`src/rtl/fssw_pkg.sv`:
```
// ----------------------------------------------------------------------------
// fssw_pkg
// Shared constants, codes, microcode format and microprogram for the flash
// sector staging writer.
// ----------------------------------------------------------------------------
package fssw_pkg;

  localparam int unsigned SECTOR_BYTES = 4096;
  localparam int unsigned PAGE_BYTES   = 256;
  localparam int unsigned REGION_BYTES = 1048576;
  localparam int unsigned REGIONS      = 2;

  localparam int unsigned REQ_W      = 3;
  localparam int unsigned CMD_W      = 3;
  localparam int unsigned REGION_W   = 1;
  localparam int unsigned BYTE_W     = 8;
  localparam int unsigned ADDR_W     = 21;
  localparam int unsigned TOTAL_W    = 21;
  localparam int unsigned SECTOR_W   = 9;
  localparam int unsigned FILL_W     = $clog2(SECTOR_BYTES);
  localparam int unsigned COUNT_W    = FILL_W + 1;
  localparam int unsigned PAGE_SH    = $clog2(PAGE_BYTES);
  localparam int unsigned REGION_SH  = $clog2(REGION_BYTES);
  localparam int unsigned PAGE_IDX_W = $clog2(SECTOR_BYTES / PAGE_BYTES) + 1;
  localparam int unsigned MEM_AW     = REGION_W + FILL_W;
  localparam int unsigned MEM_DEPTH  = REGIONS * SECTOR_BYTES;

  // Request codes
  localparam logic [REQ_W-1:0] REQ_WRITE   = 3'd0;
  localparam logic [REQ_W-1:0] REQ_FLUSH   = 3'd1;
  localparam logic [REQ_W-1:0] REQ_READ    = 3'd2;
  localparam logic [REQ_W-1:0] REQ_SETSIZE = 3'd3;
  localparam logic [REQ_W-1:0] REQ_CLEAR   = 3'd4;

  typedef enum logic [CMD_W-1:0] {
    CMD_ACK   = 3'd0,
    CMD_WREN  = 3'd1,
    CMD_ERASE = 3'd2,
    CMD_PROG  = 3'd3,
    CMD_READ  = 3'd4
  } cmd_t;

  typedef enum logic [3:0] {
    S_IDLE, S_WR, S_FLUSH, S_READ, S_SETSZ, S_CLEAR,
    S_ACK, S_ACK_NODATA, S_RDCMD, S_ERASE, S_WREN, S_PROG
  } step_t;

  typedef enum logic [3:0] {
    OP_NONE, OP_LATCH, OP_WRITE, OP_FLUSH, OP_READ,
    OP_SETSIZE, OP_CLEAR, OP_PAGE_CLR, OP_PAGE_ADV
  } op_t;

  typedef enum logic [2:0] {
    COND_NONE, COND_DISPATCH, COND_FULL, COND_FILL_ZERO, COND_NODATA, COND_PAGE_LAST
  } cond_t;

  typedef enum logic [1:0] {ASEL_ZERO, ASEL_SECTOR, ASEL_PAGE} addr_sel_t;
  typedef enum logic [1:0] {CSEL_ZERO, CSEL_READ, CSEL_PAGE} count_sel_t;
  typedef enum logic [1:0] {LAST_NO, LAST_YES, LAST_PAGE} last_sel_t;

  typedef struct packed {
    logic       wait_in;
    logic       emit;
    cmd_t       cmd;
    logic       status;
    addr_sel_t  asel;
    count_sel_t csel;
    last_sel_t  lsel;
    op_t        op;
    cond_t      cond;
    step_t      jump;
    step_t      next;
  } uword_t;

  // Datapath tests seen by the sequencer
  typedef struct packed {
    logic full;
    logic fill_zero;
    logic nodata;
    logic page_last;
  } flags_t;

  // Current control word and whether its step executes this cycle
  typedef struct packed {
    uword_t uw;
    logic   fire;
  } exec_t;

  function automatic step_t entry(logic [REQ_W-1:0] r);
    step_t s;
    case (r)
      REQ_WRITE:   s = S_WR;
      REQ_FLUSH:   s = S_FLUSH;
      REQ_READ:    s = S_READ;
      REQ_SETSIZE: s = S_SETSZ;
      REQ_CLEAR:   s = S_CLEAR;
      default:     s = S_ACK;
    endcase
    return s;
  endfunction

  // Microprogram ROM
  function automatic uword_t ucode(step_t s);
    uword_t w;
    w = '0;
    case (s)
      S_IDLE: begin
        w.wait_in = 1'b1;
        w.op      = OP_LATCH;
        w.cond    = COND_DISPATCH;
        w.next    = S_IDLE;
      end
      S_WR: begin
        w.op   = OP_WRITE;
        w.cond = COND_FULL;
        w.jump = S_ERASE;
        w.next = S_ACK;
      end
      S_FLUSH: begin
        w.op   = OP_FLUSH;
        w.cond = COND_FILL_ZERO;
        w.jump = S_ACK;
        w.next = S_ERASE;
      end
      S_READ: begin
        w.op   = OP_READ;
        w.cond = COND_NODATA;
        w.jump = S_ACK_NODATA;
        w.next = S_RDCMD;
      end
      S_SETSZ: begin
        w.op   = OP_SETSIZE;
        w.next = S_ACK;
      end
      S_CLEAR: begin
        w.op   = OP_CLEAR;
        w.next = S_ACK;
      end
      S_ACK: begin
        w.emit = 1'b1;
        w.cmd  = CMD_ACK;
        w.lsel = LAST_YES;
        w.next = S_IDLE;
      end
      S_ACK_NODATA: begin
        w.emit   = 1'b1;
        w.cmd    = CMD_ACK;
        w.status = 1'b1;
        w.lsel   = LAST_YES;
        w.next   = S_IDLE;
      end
      S_RDCMD: begin
        w.emit = 1'b1;
        w.cmd  = CMD_READ;
        w.asel = ASEL_SECTOR;
        w.csel = CSEL_READ;
        w.lsel = LAST_YES;
        w.next = S_IDLE;
      end
      S_ERASE: begin
        w.emit = 1'b1;
        w.cmd  = CMD_ERASE;
        w.asel = ASEL_SECTOR;
        w.op   = OP_PAGE_CLR;
        w.next = S_WREN;
      end
      S_WREN: begin
        w.emit = 1'b1;
        w.cmd  = CMD_WREN;
        w.next = S_PROG;
      end
      S_PROG: begin
        w.emit = 1'b1;
        w.cmd  = CMD_PROG;
        w.asel = ASEL_PAGE;
        w.csel = CSEL_PAGE;
        w.lsel = LAST_PAGE;
        w.op   = OP_PAGE_ADV;
        w.cond = COND_PAGE_LAST;
        w.jump = S_IDLE;
        w.next = S_PROG;
      end
      default: begin
        w.next = S_IDLE;
      end
    endcase
    return w;
  endfunction

  // region * REGION_BYTES + sector * SECTOR_BYTES + offset, wrapped
  function automatic logic [ADDR_W-1:0] flash_addr(logic [REGION_W-1:0] rg,
                                                   logic [SECTOR_W-1:0] sector,
                                                   logic [FILL_W-1:0] off);
    return (ADDR_W'(rg) << REGION_SH) + (ADDR_W'(sector) << FILL_W) + ADDR_W'(off);
  endfunction

endpackage

```
`src/rtl/fssw_if.sv`:
```
// ----------------------------------------------------------------------------
// fssw_req_if / fssw_rsp_if
// Valid/ready channels for requests and for flash command results.
// ----------------------------------------------------------------------------
interface fssw_req_if;
  logic                             valid;
  logic                             ready;
  logic [fssw_pkg::REQ_W-1:0]       req_type;
  logic [fssw_pkg::REGION_W-1:0]    region;
  logic [fssw_pkg::BYTE_W-1:0]      data_byte;
  logic [fssw_pkg::TOTAL_W-1:0]     stored_size;

  modport source(output valid, req_type, region, data_byte, stored_size, input ready);
  modport sink(input valid, req_type, region, data_byte, stored_size, output ready);
endinterface

interface fssw_rsp_if;
  logic                             valid;
  logic                             ready;
  logic [fssw_pkg::CMD_W-1:0]       cmd;
  logic [fssw_pkg::ADDR_W-1:0]      flash_addr;
  logic [fssw_pkg::COUNT_W-1:0]     byte_count;
  logic [fssw_pkg::FILL_W-1:0]      buffer_offset;
  logic                             status;
  logic [fssw_pkg::TOTAL_W-1:0]     region_total;
  logic                             last;

  modport source(output valid, cmd, flash_addr, byte_count, buffer_offset, status,
                 region_total, last, input ready);
  modport sink(input valid, cmd, flash_addr, byte_count, buffer_offset, status,
               region_total, last, output ready);
endinterface

```
`src/rtl/flash_sector_staging_writer.sv`:
```
// ----------------------------------------------------------------------------
// flash_sector_staging_writer
// Stages bytes per flash region and emits the erase, write-enable, program
// and read commands that commit and fetch them.
// ----------------------------------------------------------------------------
// Each request transfer yields one or more result transfers, the final one
// marked by last. A request that commits nothing (write byte that does not
// fill the sector, set size, clear, read, empty flush) takes three sequencer
// steps: accept, update, report. A sector commit (the byte that fills the
// sector, or a flush of a partial sector) takes 2 + N + 2 steps, where N is
// the number of program commands (up to 16 for a full sector): accept,
// update, erase, write enable, then one program command per page, the last
// one short when the fill is not a whole number of pages. The sequencer runs
// one microcode step per clock, but the accept step waits for a request and
// every result step waits while the single output register still holds an
// untaken result. A new request is taken as soon as the sequencer is back
// at its accept step, even if the previous one's final result is untaken.
// ----------------------------------------------------------------------------
module flash_sector_staging_writer (
  input  logic        clk,
  input  logic        rst,
  fssw_req_if.sink    req,
  fssw_rsp_if.source  rsp
);

  fssw_pkg::exec_t  ex;
  fssw_pkg::flags_t flags;
  logic             out_free;

  // Sequencer: step counter, microcode ROM and branch selection
  fssw_useq u_useq (
    .clk         (clk),
    .rst         (rst),
    .in_valid    (req.valid),
    .in_req_type (req.req_type),
    .flags       (flags),
    .out_free    (out_free),
    .ex          (ex),
    .in_ready    (req.ready)
  );

  // Datapath: cursors per region, staging memory, result register
  fssw_dpath u_dpath (
    .clk               (clk),
    .rst               (rst),
    .ex                (ex),
    .in_region         (req.region),
    .in_data_byte      (req.data_byte),
    .in_stored_size    (req.stored_size),
    .out_ready         (rsp.ready),
    .flags             (flags),
    .out_free          (out_free),
    .out_valid         (rsp.valid),
    .out_cmd           (rsp.cmd),
    .out_flash_addr    (rsp.flash_addr),
    .out_byte_count    (rsp.byte_count),
    .out_buffer_offset (rsp.buffer_offset),
    .out_status        (rsp.status),
    .out_region_total  (rsp.region_total),
    .out_last          (rsp.last)
  );

  // The sequencer leaves its accept step right after a request transfer
  a_busy_after_accept: assert property (@(posedge clk) disable iff (rst)
    (req.valid && req.ready) |=> !req.ready)
    else $error("request accepted twice in a row");

  // Program commands carry between one byte and one page
  a_prog_count: assert property (@(posedge clk) disable iff (rst)
    (rsp.valid && rsp.cmd == fssw_pkg::CMD_PROG) |->
      (rsp.byte_count != '0 &&
       rsp.byte_count <= fssw_pkg::COUNT_W'(fssw_pkg::PAGE_BYTES)))
    else $error("program byte count out of range");

  // No-data status only on a final acknowledge
  a_nodata_ack: assert property (@(posedge clk) disable iff (rst)
    (rsp.valid && rsp.status) |-> (rsp.cmd == fssw_pkg::CMD_ACK && rsp.last))
    else $error("no-data status on a non-final or non-ack result");

  // Erase and write enable always precede program commands
  a_commit_not_last: assert property (@(posedge clk) disable iff (rst)
    (rsp.valid && (rsp.cmd == fssw_pkg::CMD_ERASE || rsp.cmd == fssw_pkg::CMD_WREN))
      |-> !rsp.last)
    else $error("commit sequence ended before programming");

endmodule

```
`src/rtl/fssw_useq.sv`:
```
// ----------------------------------------------------------------------------
// fssw_useq
// Step counter and microcode ROM; picks the next step from the control word.
// ----------------------------------------------------------------------------
module fssw_useq (
  input  logic                        clk,
  input  logic                        rst,
  input  logic                        in_valid,
  input  logic [fssw_pkg::REQ_W-1:0]  in_req_type,
  input  fssw_pkg::flags_t            flags,
  input  logic                        out_free,
  output fssw_pkg::exec_t             ex,
  output logic                        in_ready
);

  fssw_pkg::step_t  pc;
  fssw_pkg::step_t  pc_next;
  fssw_pkg::uword_t uw;
  logic             fire;
  logic             hit;

  assign uw = fssw_pkg::ucode(pc);

  always_comb begin
    case (uw.cond)
      fssw_pkg::COND_FULL:      hit = flags.full;
      fssw_pkg::COND_FILL_ZERO: hit = flags.fill_zero;
      fssw_pkg::COND_NODATA:    hit = flags.nodata;
      fssw_pkg::COND_PAGE_LAST: hit = flags.page_last;
      default:                  hit = 1'b0;
    endcase
  end

  // A waiting step needs a transfer in; an emitting step needs room at the output
  always_comb begin
    if (uw.wait_in) begin
      fire = in_valid;
    end else if (uw.emit) begin
      fire = out_free;
    end else begin
      fire = 1'b1;
    end
  end

  always_comb begin
    if (!fire) begin
      pc_next = pc;
    end else if (uw.cond == fssw_pkg::COND_DISPATCH) begin
      pc_next = fssw_pkg::entry(in_req_type);
    end else if (hit) begin
      pc_next = uw.jump;
    end else begin
      pc_next = uw.next;
    end
  end

  always_comb begin
    ex.uw    = uw;
    ex.fire  = fire;
    in_ready = uw.wait_in;
  end

  always_ff @(posedge clk) begin
    if (rst) begin
      pc <= fssw_pkg::S_IDLE;
    end else begin
      pc <= pc_next;
    end
  end

endmodule

```
`src/rtl/fssw_dpath.sv`:
```
// ----------------------------------------------------------------------------
// fssw_dpath
// Region cursors, staging buffer, work registers and the result register.
// ----------------------------------------------------------------------------
module fssw_dpath (
  input  logic                           clk,
  input  logic                           rst,
  input  fssw_pkg::exec_t                ex,
  input  logic [fssw_pkg::REGION_W-1:0]  in_region,
  input  logic [fssw_pkg::BYTE_W-1:0]    in_data_byte,
  input  logic [fssw_pkg::TOTAL_W-1:0]   in_stored_size,
  input  logic                           out_ready,
  output fssw_pkg::flags_t               flags,
  output logic                           out_free,
  output logic                           out_valid,
  output logic [fssw_pkg::CMD_W-1:0]     out_cmd,
  output logic [fssw_pkg::ADDR_W-1:0]    out_flash_addr,
  output logic [fssw_pkg::COUNT_W-1:0]   out_byte_count,
  output logic [fssw_pkg::FILL_W-1:0]    out_buffer_offset,
  output logic                           out_status,
  output logic [fssw_pkg::TOTAL_W-1:0]   out_region_total,
  output logic                           out_last
);

  localparam int unsigned TW = fssw_pkg::TOTAL_W;
  localparam int unsigned SW = fssw_pkg::SECTOR_W;
  localparam int unsigned FW = fssw_pkg::FILL_W;
  localparam int unsigned CW = fssw_pkg::COUNT_W;
  localparam int unsigned PW = fssw_pkg::PAGE_IDX_W;

  logic [TW-1:0] committed_total [fssw_pkg::REGIONS];
  logic [SW-1:0] write_sector    [fssw_pkg::REGIONS];
  logic [FW-1:0] buffer_fill     [fssw_pkg::REGIONS];
  logic [TW-1:0] read_total      [fssw_pkg::REGIONS];
  logic [SW-1:0] read_sector     [fssw_pkg::REGIONS];

  logic [fssw_pkg::BYTE_W-1:0] staging_buffer [fssw_pkg::MEM_DEPTH];

  logic [fssw_pkg::REGION_W-1:0] rg;
  logic [fssw_pkg::BYTE_W-1:0]   byte_q;
  logic [TW-1:0]                 size_q;
  logic [SW-1:0]                 wk_sector;
  logic [CW-1:0]                 wk_fill;
  logic [CW-1:0]                 wk_count;
  logic [PW-1:0]                 wk_page;

  logic [FW-1:0] cur_fill;
  logic [TW-1:0] cur_total;
  logic [TW-1:0] cur_rtotal;
  logic          sector_ahead;
  logic [TW-1:0] read_diff;
  logic [CW-1:0] read_cnt;
  logic [CW-1:0] page_base;
  logic [CW-1:0] remaining;
  logic [CW-1:0] page_cnt;
  logic          fire;
  fssw_pkg::op_t op;

  assign fire = ex.fire;
  assign op   = ex.uw.op;

  always_comb begin
    cur_fill     = buffer_fill[rg];
    cur_total    = committed_total[rg];
    cur_rtotal   = read_total[rg];
    sector_ahead = write_sector[rg] > read_sector[rg];
    read_diff    = cur_total - cur_rtotal;
    if (sector_ahead || read_diff > TW'(fssw_pkg::SECTOR_BYTES)) begin
      read_cnt = CW'(fssw_pkg::SECTOR_BYTES);
    end else begin
      read_cnt = read_diff[CW-1:0];
    end
    page_base = CW'(wk_page) << fssw_pkg::PAGE_SH;
    remaining = wk_fill - page_base;
    flags.page_last = remaining <= CW'(fssw_pkg::PAGE_BYTES);
    page_cnt  = flags.page_last ? remaining : CW'(fssw_pkg::PAGE_BYTES);
    flags.full      = cur_fill == FW'(fssw_pkg::SECTOR_BYTES - 1);
    flags.fill_zero = cur_fill == '0;
    flags.nodata    = !(cur_total > cur_rtotal);
  end

  // Stage the byte at the current fill position
  always_ff @(posedge clk) begin
    if (fire && op == fssw_pkg::OP_WRITE) begin
      staging_buffer[{rg, cur_fill}] <= byte_q;
    end
  end

  // Request latch and work registers
  always_ff @(posedge clk) begin
    if (fire) begin
      case (op)
        fssw_pkg::OP_LATCH: begin
          rg     <= in_region;
          byte_q <= in_data_byte;
          size_q <= in_stored_size;
        end
        fssw_pkg::OP_WRITE: begin
          wk_fill   <= CW'(fssw_pkg::SECTOR_BYTES);
          wk_sector <= write_sector[rg];
        end
        fssw_pkg::OP_FLUSH: begin
          wk_fill   <= CW'(cur_fill);
          wk_sector <= write_sector[rg];
        end
        fssw_pkg::OP_READ: begin
          wk_count  <= read_cnt;
          wk_sector <= read_sector[rg];
        end
        fssw_pkg::OP_PAGE_CLR: wk_page <= '0;
        fssw_pkg::OP_PAGE_ADV: wk_page <= wk_page + PW'(1);
        default: ;
      endcase
    end
  end

  // Region cursors
  always_ff @(posedge clk) begin
    if (rst) begin
      for (int i = 0; i < fssw_pkg::REGIONS; i++) begin
        committed_total[i] <= '0;
        write_sector[i]    <= '0;
        buffer_fill[i]     <= '0;
        read_total[i]      <= '0;
        read_sector[i]     <= '0;
      end
    end else if (fire) begin
      case (op)
        fssw_pkg::OP_WRITE: begin
          if (flags.full) begin
            buffer_fill[rg]     <= '0;
            write_sector[rg]    <= write_sector[rg] + SW'(1);
            committed_total[rg] <= cur_total + TW'(fssw_pkg::SECTOR_BYTES);
          end else begin
            buffer_fill[rg] <= cur_fill + FW'(1);
          end
        end
        fssw_pkg::OP_FLUSH: begin
          committed_total[rg] <= cur_total + TW'(cur_fill);
        end
        fssw_pkg::OP_READ: begin
          if (!flags.nodata) begin
            read_total[rg] <= cur_rtotal + TW'(read_cnt);
            if (sector_ahead) begin
              read_sector[rg] <= read_sector[rg] + SW'(1);
            end
          end
        end
        fssw_pkg::OP_SETSIZE: begin
          committed_total[rg] <= size_q;
          buffer_fill[rg]     <= size_q[FW-1:0];
          write_sector[rg]    <= size_q[FW +: SW];
        end
        fssw_pkg::OP_CLEAR: begin
          committed_total[rg] <= '0;
          write_sector[rg]    <= '0;
          buffer_fill[rg]     <= '0;
          read_total[rg]      <= '0;
          read_sector[rg]     <= '0;
        end
        default: ;
      endcase
    end
  end

  // Result register
  assign out_free = !out_valid || out_ready;

  always_ff @(posedge clk) begin
    if (rst) begin
      out_valid <= 1'b0;
    end else if (fire && ex.uw.emit) begin
      out_valid <= 1'b1;
    end else if (out_ready) begin
      out_valid <= 1'b0;
    end
  end

  always_ff @(posedge clk) begin
    if (fire && ex.uw.emit) begin
      out_cmd          <= ex.uw.cmd;
      out_status       <= ex.uw.status;
      out_region_total <= cur_total;
      case (ex.uw.asel)
        fssw_pkg::ASEL_SECTOR: out_flash_addr <= fssw_pkg::flash_addr(rg, wk_sector, '0);
        fssw_pkg::ASEL_PAGE:
          out_flash_addr <= fssw_pkg::flash_addr(rg, wk_sector, page_base[FW-1:0]);
        default:               out_flash_addr <= '0;
      endcase
      out_buffer_offset <= (ex.uw.asel == fssw_pkg::ASEL_PAGE) ? page_base[FW-1:0] : '0;
      case (ex.uw.csel)
        fssw_pkg::CSEL_READ: out_byte_count <= wk_count;
        fssw_pkg::CSEL_PAGE: out_byte_count <= page_cnt;
        default:             out_byte_count <= '0;
      endcase
      case (ex.uw.lsel)
        fssw_pkg::LAST_YES:  out_last <= 1'b1;
        fssw_pkg::LAST_PAGE: out_last <= flags.page_last;
        default:             out_last <= 1'b0;
      endcase
    end
  end

endmodule

```
`src/flat_wrapper.sv`:
```
// flat-port wrapper written by rule: the top's interface ports become plain ports
module flash_sector_staging_writer_flat 
  (clk, rst, req_valid, req_req_type, req_region, req_data_byte, req_stored_size, req_ready, rsp_valid, rsp_cmd, rsp_flash_addr, rsp_byte_count, rsp_buffer_offset, rsp_status, rsp_region_total, rsp_last, rsp_ready);
  fssw_req_if req_i ();
  fssw_rsp_if rsp_i ();
  input  logic clk;
  input  logic rst;
  input wire logic [$bits(req_i.valid)-1:0] req_valid;
  input wire logic [$bits(req_i.req_type)-1:0] req_req_type;
  input wire logic [$bits(req_i.region)-1:0] req_region;
  input wire logic [$bits(req_i.data_byte)-1:0] req_data_byte;
  input wire logic [$bits(req_i.stored_size)-1:0] req_stored_size;
  output wire logic [$bits(req_i.ready)-1:0] req_ready;
  output wire logic [$bits(rsp_i.valid)-1:0] rsp_valid;
  output wire logic [$bits(rsp_i.cmd)-1:0] rsp_cmd;
  output wire logic [$bits(rsp_i.flash_addr)-1:0] rsp_flash_addr;
  output wire logic [$bits(rsp_i.byte_count)-1:0] rsp_byte_count;
  output wire logic [$bits(rsp_i.buffer_offset)-1:0] rsp_buffer_offset;
  output wire logic [$bits(rsp_i.status)-1:0] rsp_status;
  output wire logic [$bits(rsp_i.region_total)-1:0] rsp_region_total;
  output wire logic [$bits(rsp_i.last)-1:0] rsp_last;
  input wire logic [$bits(rsp_i.ready)-1:0] rsp_ready;
  assign req_i.valid = req_valid;
  assign req_i.req_type = req_req_type;
  assign req_i.region = req_region;
  assign req_i.data_byte = req_data_byte;
  assign req_i.stored_size = req_stored_size;
  assign req_ready = req_i.ready;
  assign rsp_valid = rsp_i.valid;
  assign rsp_cmd = rsp_i.cmd;
  assign rsp_flash_addr = rsp_i.flash_addr;
  assign rsp_byte_count = rsp_i.byte_count;
  assign rsp_buffer_offset = rsp_i.buffer_offset;
  assign rsp_status = rsp_i.status;
  assign rsp_region_total = rsp_i.region_total;
  assign rsp_last = rsp_i.last;
  assign rsp_i.ready = rsp_ready;
  flash_sector_staging_writer u_core (.clk(clk), .rst(rst), .req(req_i), .rsp(rsp_i));
endmodule
```
`config.mk`:
```
export PLATFORM = sky130hd
export DESIGN_NAME = flash_sector_staging_writer_flat
export DESIGN_NICKNAME = d
export VERILOG_FILES = /design/src/rtl/fssw_pkg.sv /design/src/rtl/fssw_if.sv /design/src/rtl/flash_sector_staging_writer.sv /design/src/rtl/fssw_useq.sv /design/src/rtl/fssw_dpath.sv /design/src/flat_wrapper.sv
export SDC_FILE = /design/constraint.sdc
export NUM_CORES = 1
export LEC_CHECK = 0
export ABC_AREA = 1
export BUFFER_PORTS_ARGS = -buffer_cell sky130_fd_sc_hd__buf_2
export CAP_MARGIN = 30
export CORE_ASPECT_RATIO = 1.2
export CORE_MARGIN = 1
export CORE_UTILIZATION = 40
export DETAILED_ROUTE_END_ITERATION = 10
export PLACE_DENSITY = 0.53
export REMOVE_ABC_BUFFERS = 1
export SYNTH_ARGS = -nofsm -noshare
export SYNTH_HDL_FRONTEND = slang
export SYNTH_SLANG_ARGS = --single-unit
```
`constraint.sdc`:
```
create_clock -name clk -period 11.35 [get_ports clk]
set_input_delay 0.5675 -clock clk [delete_from_list [all_inputs] [get_ports clk]]
set_output_delay 0.5675 -clock clk [all_outputs]
set_load 0.02 [all_outputs]
```
==> impl_metrics.tcl <==
set metrics [dict create \
    run_status "finished clean" \
    layout_worst_path_cycle_share_pct 61.4 \
    hp-class "in -> reg" \
    grt_setup_unrepaired "false" \
    cp-start-kind "register" \
    power_density_nw_per_um2 279 \
    dieHeight_um 219 \
    antenna_left 0 \
    yosys.area.top_type "sky130_fd_sc_hd__edfxtp_1" \
    internal-power_mw 2.67 \
    setup_tns_ns 0 \
    final-setup-viol-count 0 \
    rows 79 \
    holdCritStartpoint "req_stored_size[19]" \
    ir_drop_mv 0.124 \
    synth.area.top_cells "sky130_fd_sc_hd__edfxtp_1 50%, sky130_fd_sc_hd__nand2_1 8.7%, sky130_fd_sc_hd__nor2_1 7.3%, sky130_fd_sc_hd__ha_1 5.6%, sky130_fd_sc_hd__inv_1 5.1%" \
    capture_point_of_the_critical_path "u_core.u_dpath.read_total[1][20]" \
    cell_at_the_slowest_stage_of_the_critical_path "sky130_fd_sc_hd__dfxtp_2" \
    worst_pin_slew_ns 0.977 \
    grt_pass1_vias 12000 \
    coreArea_um2 38700 \
    global_route.usage.total_pct 22.0 \
    cap_violations 0 \
    grt_max_degree 63 \
    comb_power_share_pct 50.9 \
    synth_sequential_area_ratio_pct 50.9 \
    synthCells 1806 \
    worst_setup_path_end_kind "register" \
    critPathRequiredTime_ns 11.64 \
    routabilityCongestion 0.875 \
    highest_achievable_clock_rate_mhz 143 \
    crit_type "reg -> reg" \
    arrival_worst_endpoint_ns 7.27 \
    dpl-instance-area_um2 16700 \
    drtIter0Drc 873 \
    nets 2004 \
    antennaDiodeCount 0 \
    synthFlopType "sky130_fd_sc_hd__edfxtp_1" \
    synthDistinctLibCells 57 \
    r2r_setup_slack_ns 4.38 \
    wl_per_cell_um 17.7 \
    initial_utilization_pct 40.5 \
    relative_slew_margins_pct 34.7 \
    async_reset_ff_share_pct 0 \
    final_area_um2 17600 \
    total_overflow_reported_by_the_global_router 0 \
    portBuffers 86 \
    postSynthAreaPerCell_um2 8.68 \
    cts_setup_buffers 0 \
    cts.sink_count 268 \
    final_layout_size_suffix_gt1_share_pct 13.4 \
    seqCellArea_um2 7990 \
    detailed_place_hpwl_mm 31.6 \
    design.portCount 111 \
    totalWireLength_mm 43.1 \
    vias_per_cell 5.09 \
    max-clock-path-buffers 3 \
    place_worst_setup_slack_ns 4.41 \
    clock_skew_ns 0.0130 \
    crit_path_max_incr_delay_ns 0.92 \
    route.detailed.drc 0 \
    power.net_switching_mw 2.24 \
    tritoncts "done" \
    final-hold-violation-count 0 \
    dieArea_um2 40000 \
    timing.critical_path.fanout_max 62 \
    ys_warn_count 0 \
    share_clk_of_total_power_pct 19.1 \
    post_cts.resized_instances 0 \
    postCtsHoldBufs 0 \
    clock_insertion_delay_at_the_later_pin_of_the_skew_report_ns 0.58 \
    antenna_found_initial 0 \
    critical-path-top-cell-by-count "sky130_fd_sc_hd__nand2_1" \
    synth_edf_count 262 \
    setup_ws_ns 4.38 \
    grt_first_pass_wirelength_mm 67.0 \
    fillerInstances 3898 \
    synthesis.area_um2 15700 \
    numCtsBuffers 30 \
    final.min_clock_period_ns 6.97 \
    die-width_um 183 \
    area_growth_pct 12.4 \
    yosys.area.top_type_share_pct 50.2 \
    leakage_nw 7.70 \
    maxSlewViolCount 0 \
    ctsRootBufferMaster "sky130_fd_sc_hd__clkbuf_16" \
    postSynthRegisterBits 268 \
    cts_max_level 1 \
    worst_setup_hold_path_clk_slew_ns 0.06 \
    share_seq_of_total_power_pct 30.0 \
    switching_share_pct 45.6 \
    critical_path.reg2reg.endpoint "u_core.u_dpath.read_total[1][20]" \
    multi_input_area_um2 6560 \
    via_count 12400 \
    reg2reg_depth 38 \
    dr.pass1.iters 5 \
]
power groups by stage:
stage	Sequential [mW]	Clock, mW	Combinational [mW]
detailed placement	1.50	0	2.50
floorplan	1.51	0	1.72
global placement	1.49	0	2.46
global route	1.50	1.00	2.82
CTS	1.48	0.966	2.51
finish	1.48	0.941	2.50
kinds of logic after synthesis:
logic type | count (synthesis) | share of synthesized area, %
adders and majority gates | 74 | 6.10
DFF | 268 | 50.9
muxes | 10 | 0.638
other | 1 | 0.0239
xor gates and xnor gates | 21 | 1.17
buffers and inverters | 285 | 7.60
and+or+nand+nor | 906 | 25.1
AOI/OAI and AO/OA | 241 | 8.39
registers in the layout, indices dropped and copies added (netlist names), named ones only:
signal	flops
u_core.u_dpath.buffer_fill	24
u_core.u_dpath.committed_total	42
u_core.u_dpath.out_buffer_offset	4
u_core.u_dpath.out_byte_count	13
u_core.u_dpath.out_cmd	3
u_core.u_dpath.out_flash_addr	13
u_core.u_dpath.out_last	1
u_core.u_dpath.out_region_total	21
u_core.u_dpath.out_status	1
u_core.u_dpath.out_valid	1
u_core.u_dpath.read_sector	18
u_core.u_dpath.read_total	42
u_core.u_dpath.rg	1
u_core.u_dpath.size_q	21
u_core.u_dpath.wk_count	13
u_core.u_dpath.wk_fill	13
u_core.u_dpath.wk_page	5
u_core.u_dpath.wk_sector	9
u_core.u_dpath.write_sector	18
u_core.u_useq.pc	4
metrics by stage:
| stage | std cells | hold slack [ns] | total power [mW] | utilization [%] |
|---|---|---|---|---|
| finish | 2443 | 0.163 | 4.92 | 45.5 |
| global route | 2443 | 0.142 | 5.31 | 45.5 |
| global placement | 2380 | 0.492 | 3.95 | 42.7 |
| floorplan | 1758 | 0.466 | 3.23 | - |
| detailed placement | 2387 | 0.490 | 3.99 | 43.0 |
| CTS | 2443 | 0.132 | 4.95 | 45.5 |
worst min path at each step:
stage	to	slack, ns	depth (start not counted)
final	u_core.u_dpath.size_q[19]	0.16	1
after global routing	u_core.u_dpath.size_q[17]	0.14	1
after floorplan	u_core.u_useq.pc[3]	0.47	2
after global placement	u_core.u_useq.pc[3]	0.49	2
after CTS	u_core.u_dpath.size_q[17]	0.13	1
after detailed placement	u_core.u_useq.pc[3]	0.49	2
Yosys cell counts, types with 13 or more instances:
master / instances
sky130_fd_sc_hd__or2_2: 64
sky130_fd_sc_hd__buf_2: 17
sky130_fd_sc_hd__edfxtp_1: 262
sky130_fd_sc_hd__ha_1: 70
sky130_fd_sc_hd__buf_4: 18
sky130_fd_sc_hd__nor2_1: 303
sky130_fd_sc_hd__nand3_1: 88
sky130_fd_sc_hd__nor3_1: 18
sky130_fd_sc_hd__o21ai_0: 106
sky130_fd_sc_hd__nand2_1: 363
sky130_fd_sc_hd__inv_1: 214
sky130_fd_sc_hd__a21oi_1: 86
sky130_fd_sc_hd__nand4_1: 17
sky130_fd_sc_hd__nand2_2: 13
sky130_fd_sc_hd__clkbuf_1: 22
critical path, delay by kind of cell (launching register included):
kind	cells	cell delay, ns
adders and majority gates	3	0.94
AOI/OAI and AO/OA	6	1.15
and+or+nand+nor	24	2.62
DFF	1	0.92
buffers and inverters	5	1.02
placed cells by master, fill, tap and decap left out, drive strengths merged, types with 2 or more instances in the layout:
cell type	netlist	routed
nor2	309	309
nand3b	9	9
xnor2	10	10
fa	4	4
edfxtp	262	262
o21bai	3	3
o211ai	8	8
buf	41	103
and2	2	2
or2	68	68
nand2	376	376
nand4	18	18
clkinvlp	0	2
nand3	95	95
a31oi	2	2
clkinv	3	16
dfxtp	6	6
conb	1	16
xor2	11	11
o21a	8	8
inv	219	220
o21ai	117	117
ha	70	70
a21oi	86	86
clkbuf	22	39
o311ai	3	3
nor4	6	6
o221ai	2	2
nor3	21	21
o22ai	2	2
o31ai	2	2
a21o	3	3
mux2i	10	10
area by class of cell:
type                       instances  area share [%]
clock buffer                      39            4.69
clock inverter                    17           0.675
inverter                         222            4.74
multi-input combinational       1268            37.2
sequential                       268            45.3
tap                              526            3.74
timing repair buffer             103            3.57
metal layers:
metal	GRT usage [%]	wire length [µm]	vias up	part of all wire, %
met4	8.74	1560	0	3.6
li1	-	-	6158	-
met2	38.5	21000	313	49
met5	0	0	-	0
met1	27.7	18800	5864	44
met3	2.27	1750	88	4.1
Power figures use the tool's default switching activity.
